$ cat src/rtl/thi_pkg.sv
// Package for the triple EMA and Hull average block: sizes, register indexes,
// and the request and response types of the serial divider.
// No dependencies.
package thi_pkg;

    localparam int HISTORY_DEPTH = 64;
    localparam int MAX_PERIOD    = 64;
    localparam int HIST_AW       = $clog2(HISTORY_DEPTH);

    localparam int PRICE_W = 32;
    localparam int VALUE_W = 48;
    localparam int CFG_AW  = 2;
    localparam int CFG_DW  = 16;
    localparam int DIVISOR_W = 11;

    typedef enum logic [CFG_AW-1:0] {
        CFG_TEMA_PERIOD     = 2'd0,
        CFG_EMA_WEIGHT      = 2'd1,
        CFG_SEED_RECIPROCAL = 2'd2,
        CFG_HULL_ROOT       = 2'd3
    } thi_cfg_index_t;

    typedef struct packed {
        logic                 start;
        logic [VALUE_W-1:0]   dividend;
        logic [DIVISOR_W-1:0] divisor;
    } thi_div_req_t;

    typedef struct packed {
        logic               done;
        logic [VALUE_W-1:0] quotient;
    } thi_div_rsp_t;

endpackage

$ cat src/rtl/thi_div.sv
// Restoring unsigned divider, one quotient bit per cycle.
// Depends on thi_pkg for the request and response types.
module thi_div import thi_pkg::*; (
    input  logic         clk,
    input  logic         rst_n,
    input  thi_div_req_t req,
    output thi_div_rsp_t rsp
);

    localparam int CNT_W = $clog2(VALUE_W);

    logic                 busy_reg;
    logic                 done_reg;
    logic [CNT_W-1:0]     cnt_reg;
    logic [VALUE_W-1:0]   quo_reg;
    logic [DIVISOR_W-1:0] rem_reg;
    logic [DIVISOR_W-1:0] divisor_reg;
    logic [DIVISOR_W:0]   rem_shift;
    logic [DIVISOR_W:0]   rem_diff;
    logic                 fits;

    always_comb
    begin
        rem_shift = {rem_reg, quo_reg[VALUE_W-1]};
        rem_diff  = rem_shift - {1'b0, divisor_reg};
        fits      = rem_shift >= {1'b0, divisor_reg};
    end

    always_ff @(posedge clk or negedge rst_n)
    begin
        if (!rst_n)
        begin
            busy_reg    <= 1'b0;
            done_reg    <= 1'b0;
            cnt_reg     <= '0;
            quo_reg     <= '0;
            rem_reg     <= '0;
            divisor_reg <= '0;
        end
        else
        begin
            done_reg <= 1'b0;
            if (req.start)
            begin
                busy_reg    <= 1'b1;
                cnt_reg     <= '0;
                quo_reg     <= req.dividend;
                rem_reg     <= '0;
                divisor_reg <= req.divisor;
            end
            else if (busy_reg)
            begin
                rem_reg <= fits ? rem_diff[DIVISOR_W-1:0] : rem_shift[DIVISOR_W-1:0];
                quo_reg <= {quo_reg[VALUE_W-2:0], fits};
                cnt_reg <= cnt_reg + 1'b1;
                if (cnt_reg == CNT_W'(VALUE_W - 1))
                begin
                    busy_reg <= 1'b0;
                    done_reg <= 1'b1;
                end
            end
        end
    end

    assign rsp.done     = done_reg;
    assign rsp.quotient = quo_reg;

endmodule

$ cat config.mk
export PLATFORM = sky130hd
export DESIGN_NAME = thi_div
export DESIGN_NICKNAME = d
export VERILOG_FILES = /design/src/rtl/thi_pkg.sv /design/src/rtl/thi_div.sv
export SDC_FILE = /design/constraint.sdc
export NUM_CORES = 1
export LEC_CHECK = 0
export BUFFER_PORTS_ARGS = -buffer_cell sky130_fd_sc_hd__buf_4
export CAP_MARGIN = 20
export CORE_MARGIN = 1.5
export CORE_UTILIZATION = 30
export DETAILED_ROUTE_END_ITERATION = 12
export GPL_TIMING_DRIVEN = 0
export HOLD_SLACK_MARGIN = 0.12
export PLACE_DENSITY_LB_ADDON = 0.1
export SLEW_MARGIN = 20
export SYNTH_ARGS = -nofsm -noshare
export SYNTH_HDL_FRONTEND = slang
export SYNTH_SLANG_ARGS = --single-unit
$ cat constraint.sdc
create_clock -name clk -period 3.5 [get_ports clk]
set_clock_uncertainty 0.05 [all_clocks]
set_input_delay 0.525 -clock clk [delete_from_list [all_inputs] [get_ports clk]]
set_output_delay 0.525 -clock clk [all_outputs]
set_load 0.05 [all_outputs]
# After elaboration in Yosys (flattened, before gate mapping)
# Index checks and enable logic that the tools add are counted.
dict set report word_totals {
  wordCells 24
  ff_bits 78
}
dict set report op_classes {
  n_mux 13
  addsub 2
  order_cmp 1
  n_eq_ne 1
  reduce_logical 1
}
# operator n
set op_table {}
lappend op_table {{two-way mux 48 bit} 2}
lappend op_table {{two-way mux 11 bit} 3}
lappend op_table {{greater-or-equal comparator 12 x 11 -> 1 bit} 1}
lappend op_table {{two-way mux 6 bit} 2}
lappend op_table {{subtractor 11 bit} 1}
lappend op_table {{adder 6 x 1 -> 6 bit (second input constant)} 1}
lappend op_table {{== test 6 bit (second input constant)} 1}
lappend op_table {{two-way mux 1 bit} 6}
lappend op_table {{nonzero test 2 bit} 1}

# Logic depth before layout (Yosys ltp)
dict set report logic_depth {
  word_depth 4
  ltp_mapped 11
}

# Worst setup path after synthesis
# No wires, ideal clock.
dict set report synth_timing {
  path_kind {reg2reg}
  startpoint {register quo_reg[47]}
  endpoint {register rem_reg[0]}
  n_path_buf 1
  path_stages_with_launch 12
  arrival_ps 2479
  setup_slack_ps 876
  required_ps 3354
  setup_time_ps 96
  path_cell_list {dfrtp_1 > inv_1 > ha_1 > inv_1 > fa_1 > a211oi_2 > o21ai_2 > a31oi_4 > o21a_2 > buf_6 > nand2_1 > a311oi_2}
}
dict set report synth_via {
  elab_chain_cells 4
}
# element line_no
set synth_rtl {}
lappend synth_rtl {{from (decl)} thi_div.sv:15} ;# logic [VALUE_W-1:0] quo_reg;
lappend synth_rtl {{from (signal assigned)} thi_div.sv:47} ;# quo_reg <= req.dividend;
lappend synth_rtl {{from (signal assigned)} thi_div.sv:54} ;# quo_reg <= {quo_reg[VALUE_W-2:0], fits};
lappend synth_rtl {{subtractor 11 bit or greater-or-equal comparator 12 x 11 -> 1 bit (tied branches)} {thi_div.sv:25, thi_div.sv:26}}
lappend synth_rtl {{two-way mux 11 bit *} thi_div.sv:53} ;# rem_reg <= fits ? rem_diff[DIVISOR_W-1:0] : rem_shift[DIVISOR_W-1:0];
lappend synth_rtl {{two-way mux 11 bit *} thi_div.sv:51} ;# else if (busy_reg)
lappend synth_rtl {{two-way mux 11 bit *} thi_div.sv:43} ;# if (req.start)
lappend synth_rtl {{to (signal assigned)} thi_div.sv:53}
lappend synth_rtl {{to (decl)} thi_div.sv:16} ;# logic [DIVISOR_W-1:0] rem_reg;
# Mark *: on every way between the ends. The rest lies on a longest branch, timed or not. The select of a mux whose other input is x is not followed.
# A chain may end at the register's enable or synchronous reset.

# Worst setup path in the final report
dict set report layout_timing {
  startpoint {register quo_reg[47]}
  endpoint {register rem_reg[9]}
}
# The elaborated chain is that of the path after synthesis.

==> results.sh <==
export IMPL_r2r_cells=11
export IMPL_crit_start="quo_reg[47]"
export IMPL_switching_share_pct=37.6
export IMPL_combPwrFrac_pct=40.2
export IMPL_fin_crit_ns=2.65
export IMPL_p_clk_share_pct=25.6
export IMPL_antenna_found_initial=0
export IMPL_hp_class="primary input to async pin"
export IMPL_p_sw_mw=1.24
export IMPL_die_area_um2=14300
export IMPL_clk_latency_ns=0.33
export IMPL_powerDensity_nw_per_um2=610
export IMPL_drive_above_1_share_pct=27.0
export IMPL_crit_path_max_incr_delay_ns=0.45
export IMPL_reg2reg_from="quo_reg[47]"
export IMPL_clockBufferDepth=2
export IMPL_synth_top_flop_cell="dfrtp_1"
export IMPL_worstPathArrival_ns=2.84
export IMPL_ios=111
export IMPL_ctsHoldBuffers=0
export IMPL_final_util_pct=40.5
export IMPL_dr_pass1_iters=4
export IMPL_postCtsSetupBuffers=0
export IMPL_drcViolationCount=0
export IMPL_vias=3422
export IMPL_synth_distinct_cells=43
export IMPL_tritoncts="built"
export IMPL_synth_edf_count=0
export IMPL_fin_hold_ws_ns=0.169
export IMPL_core_rowCount=42
export IMPL_crit_end="rem_reg[9]"
export IMPL_root_buffer="clkbuf_16"
export IMPL_crit_path_max_fanout=10
export IMPL_leakage_nw=2.82
export IMPL_finalSetupTns_ns=0
export IMPL_dpl_hpwl_mm=7.90
export IMPL_netlist_area_um2=4090
export IMPL_r2r_end="rem_reg[9]"
export IMPL_crit_path_end_kind="flip-flop"
export IMPL_ys_ff_latch=78
export IMPL_critPathMostFrequentCell="inv_1"
export IMPL_first_iter_violations=188
export IMPL_crit_required_ns=3.69
export IMPL_drtAntennaViolNets=0
export IMPL_start_kind="flip-flop"
export IMPL_mostFrequentLayoutCell="buf_4"
export IMPL_die_w_um=120
export IMPL_fin_crit_sh_pct=75.8
export IMPL_syn_inst=417
export IMPL_seqPwrFrac_pct=34.2
export IMPL_slew_viol_final=0
export IMPL_final_cell_mix="109 x buf_4, 78 x dfrtp_1, 76 x nand2_1"
export IMPL_setup_viol=0
export IMPL_p_int_mw=2.05
export IMPL_drt_total_wl_mm=11.0
export IMPL_worstSetupPathType="flip-flop to flip-flop"
export IMPL_nNetsFinal=612
export IMPL_place_inst=702
export IMPL_power_mw=3.29
export IMPL_cts_htree_levels=3
export IMPL_core_um2=13300
export IMPL_die_h_um=120
export IMPL_avgSynthCellArea_um2=9.81
export IMPL_ys_warn_count=0
export IMPL_numClockSinks=78
export IMPL_largest_reg_flops=48
export IMPL_clkSlewWorstSetupHoldPaths_ns=0.06
export IMPL_reg2reg_slack_ns=0.85
export IMPL_diodes=0
export IMPL_crit_slowest_cell="dfrtp_1"
export IMPL_grt_max_degree=79
export IMPL_syn2layout_area_growth_pct=31.8
export IMPL_grt_pass1_wl_mm=18.1
export IMPL_cts_resized_gates=0
export IMPL_async_flop_share_pct=100
export IMPL_globalRouteOverflowTotal=0
export IMPL_track_usage_pct=16.1
export IMPL_grt_pass1_vias=3389
export IMPL_ys_seq_area_share_pct=47.7
export IMPL_wl_per_cell_um=15.4
export IMPL_rsz0062_at_grt="no"
export IMPL_worstMarginPinSlew_ns=0.746
export IMPL_fmax_ghz=0.377
export IMPL_fin_cells=716
export IMPL_avgViaCountPerCell=4.78
export IMPL_portBuffers=109
export IMPL_hold_viol_final=0
export IMPL_numCtsBuffers=9
export IMPL_outcome="finished clean"
export IMPL_max_cap_viol_count=0
export IMPL_slew_headroom_pct=50.3
export IMPL_place_congestion=0.820
export IMPL_syn_num_nets=492
export IMPL_start_util_pct=30.8
export IMPL_ir_worst_vdd_mv=0.236
export IMPL_cp_cell_sequence="inv_1, ha_1, inv_1, fa_1, a211oi_2, o21ai_2, a31oi_4, o21a_2, buf_6, nand2_2, a311oi_2"
## critical path, delay by kind of cell (launching register included)
| family | cells | cell delay, ns |
|---|---|---|
| flops | 1 | 0.45 |
| fa+ha+maj | 2 | 0.57 |
| compound gates | 5 | 1.13 |
| buf+inv | 3 | 0.30 |
| simple gates | 1 | 0.06 |
## kinds of logic (layout without fill, tap and decap cells)
kind of cell / count (synthesis) / in the layout / synth area share [%]
flops: 78 / 78 / 47.7
buf+inv: 42 / 165 / 4.31
mux: 51 / 51 / 12.5
fa+ha+maj: 13 / 13 / 4.16
xor+xnor: 11 / 11 / 2.36
simple gates: 117 / 117 / 11.8
compound gates: 105 / 105 / 17.1
## how the worst min path moves through the flow
| stage | from | endpoint | slack [ns] | cells after the start |
|---|---|---|---|---|
| 6_report | rst_n | cnt_reg[4] | 0.17 | 1 |
| 5_1_grt | rst_n | cnt_reg[3] | 0.26 | 1 |
| 4_1_cts | req[52] | quo_reg[41] | 0.33 | 3 |
| 3_5_place_dp | divisor_reg[0] | divisor_reg[0] | 0.46 | 1 |
| 3_3_place_gp | divisor_reg[0] | divisor_reg[0] | 0.45 | 1 |
| 2_1_floorplan | rst_n | busy_reg | 0.18 | 0 |
## cell usage after synthesis, types with 5 or more instances
| cell | count | area share [%] |
|---|---|---|
| a21oi_1 | 9 | 1.1 |
| a311oi_2 | 8 | 2.9 |
| buf_2 | 6 | 0.73 |
| clkbuf_1 | 15 | 1.4 |
| dfrtp_1 | 78 | 48 |
| ha_1 | 12 | 3.7 |
| inv_1 | 16 | 1.5 |
| mux2i_1 | 50 | 12 |
| nand2_1 | 76 | 7.0 |
| nor2_1 | 21 | 1.9 |
| o21ai_0 | 63 | 7.7 |
| xnor2_1 | 6 | 1.3 |
| xor2_1 | 5 | 1.1 |
## per-stage QoR
step / setup WS [ns] / cell area, µm²
floorplan: 0.876 / 4090
global placement: 0.843 / 5130
detailed placement: 0.853 / 5130
CTS: 0.814 / 5390
global route: 0.634 / 5390
finish: 0.846 / 5390
## layout make-up
type	instances	area [µm²]
sequential	78	1950
inverter	16	60.1
tap	176	220
multi-input combinational	297	1960
timing repair buffer	109	822
buffer	26	116
fill	1370	7910
clock inverter	2	10.0
clock buffer	12	246
## power by group through the flow
stage	Clock (mW)	Combinational [mW]	Sequential, mW
6_report	0.842	1.32	1.12
5_1_grt	0.909	1.47	1.14
4_1_cts	0.868	1.34	1.12
3_5_place_dp	0	1.34	1.14
3_3_place_gp	0	1.32	1.14
2_1_floorplan	0	0.797	1.31
## metal layers
metal | up-vias | track usage, % | wire, µm
met5 | - | 0 | 0
met4 | 0 | 4.24 | 68
met3 | 6 | 4.23 | 479
met2 | 80 | 25.0 | 5140
met1 | 1644 | 22.3 | 5330
li1 | 1692 | - | -
Power figures use the tool's default switching activity.
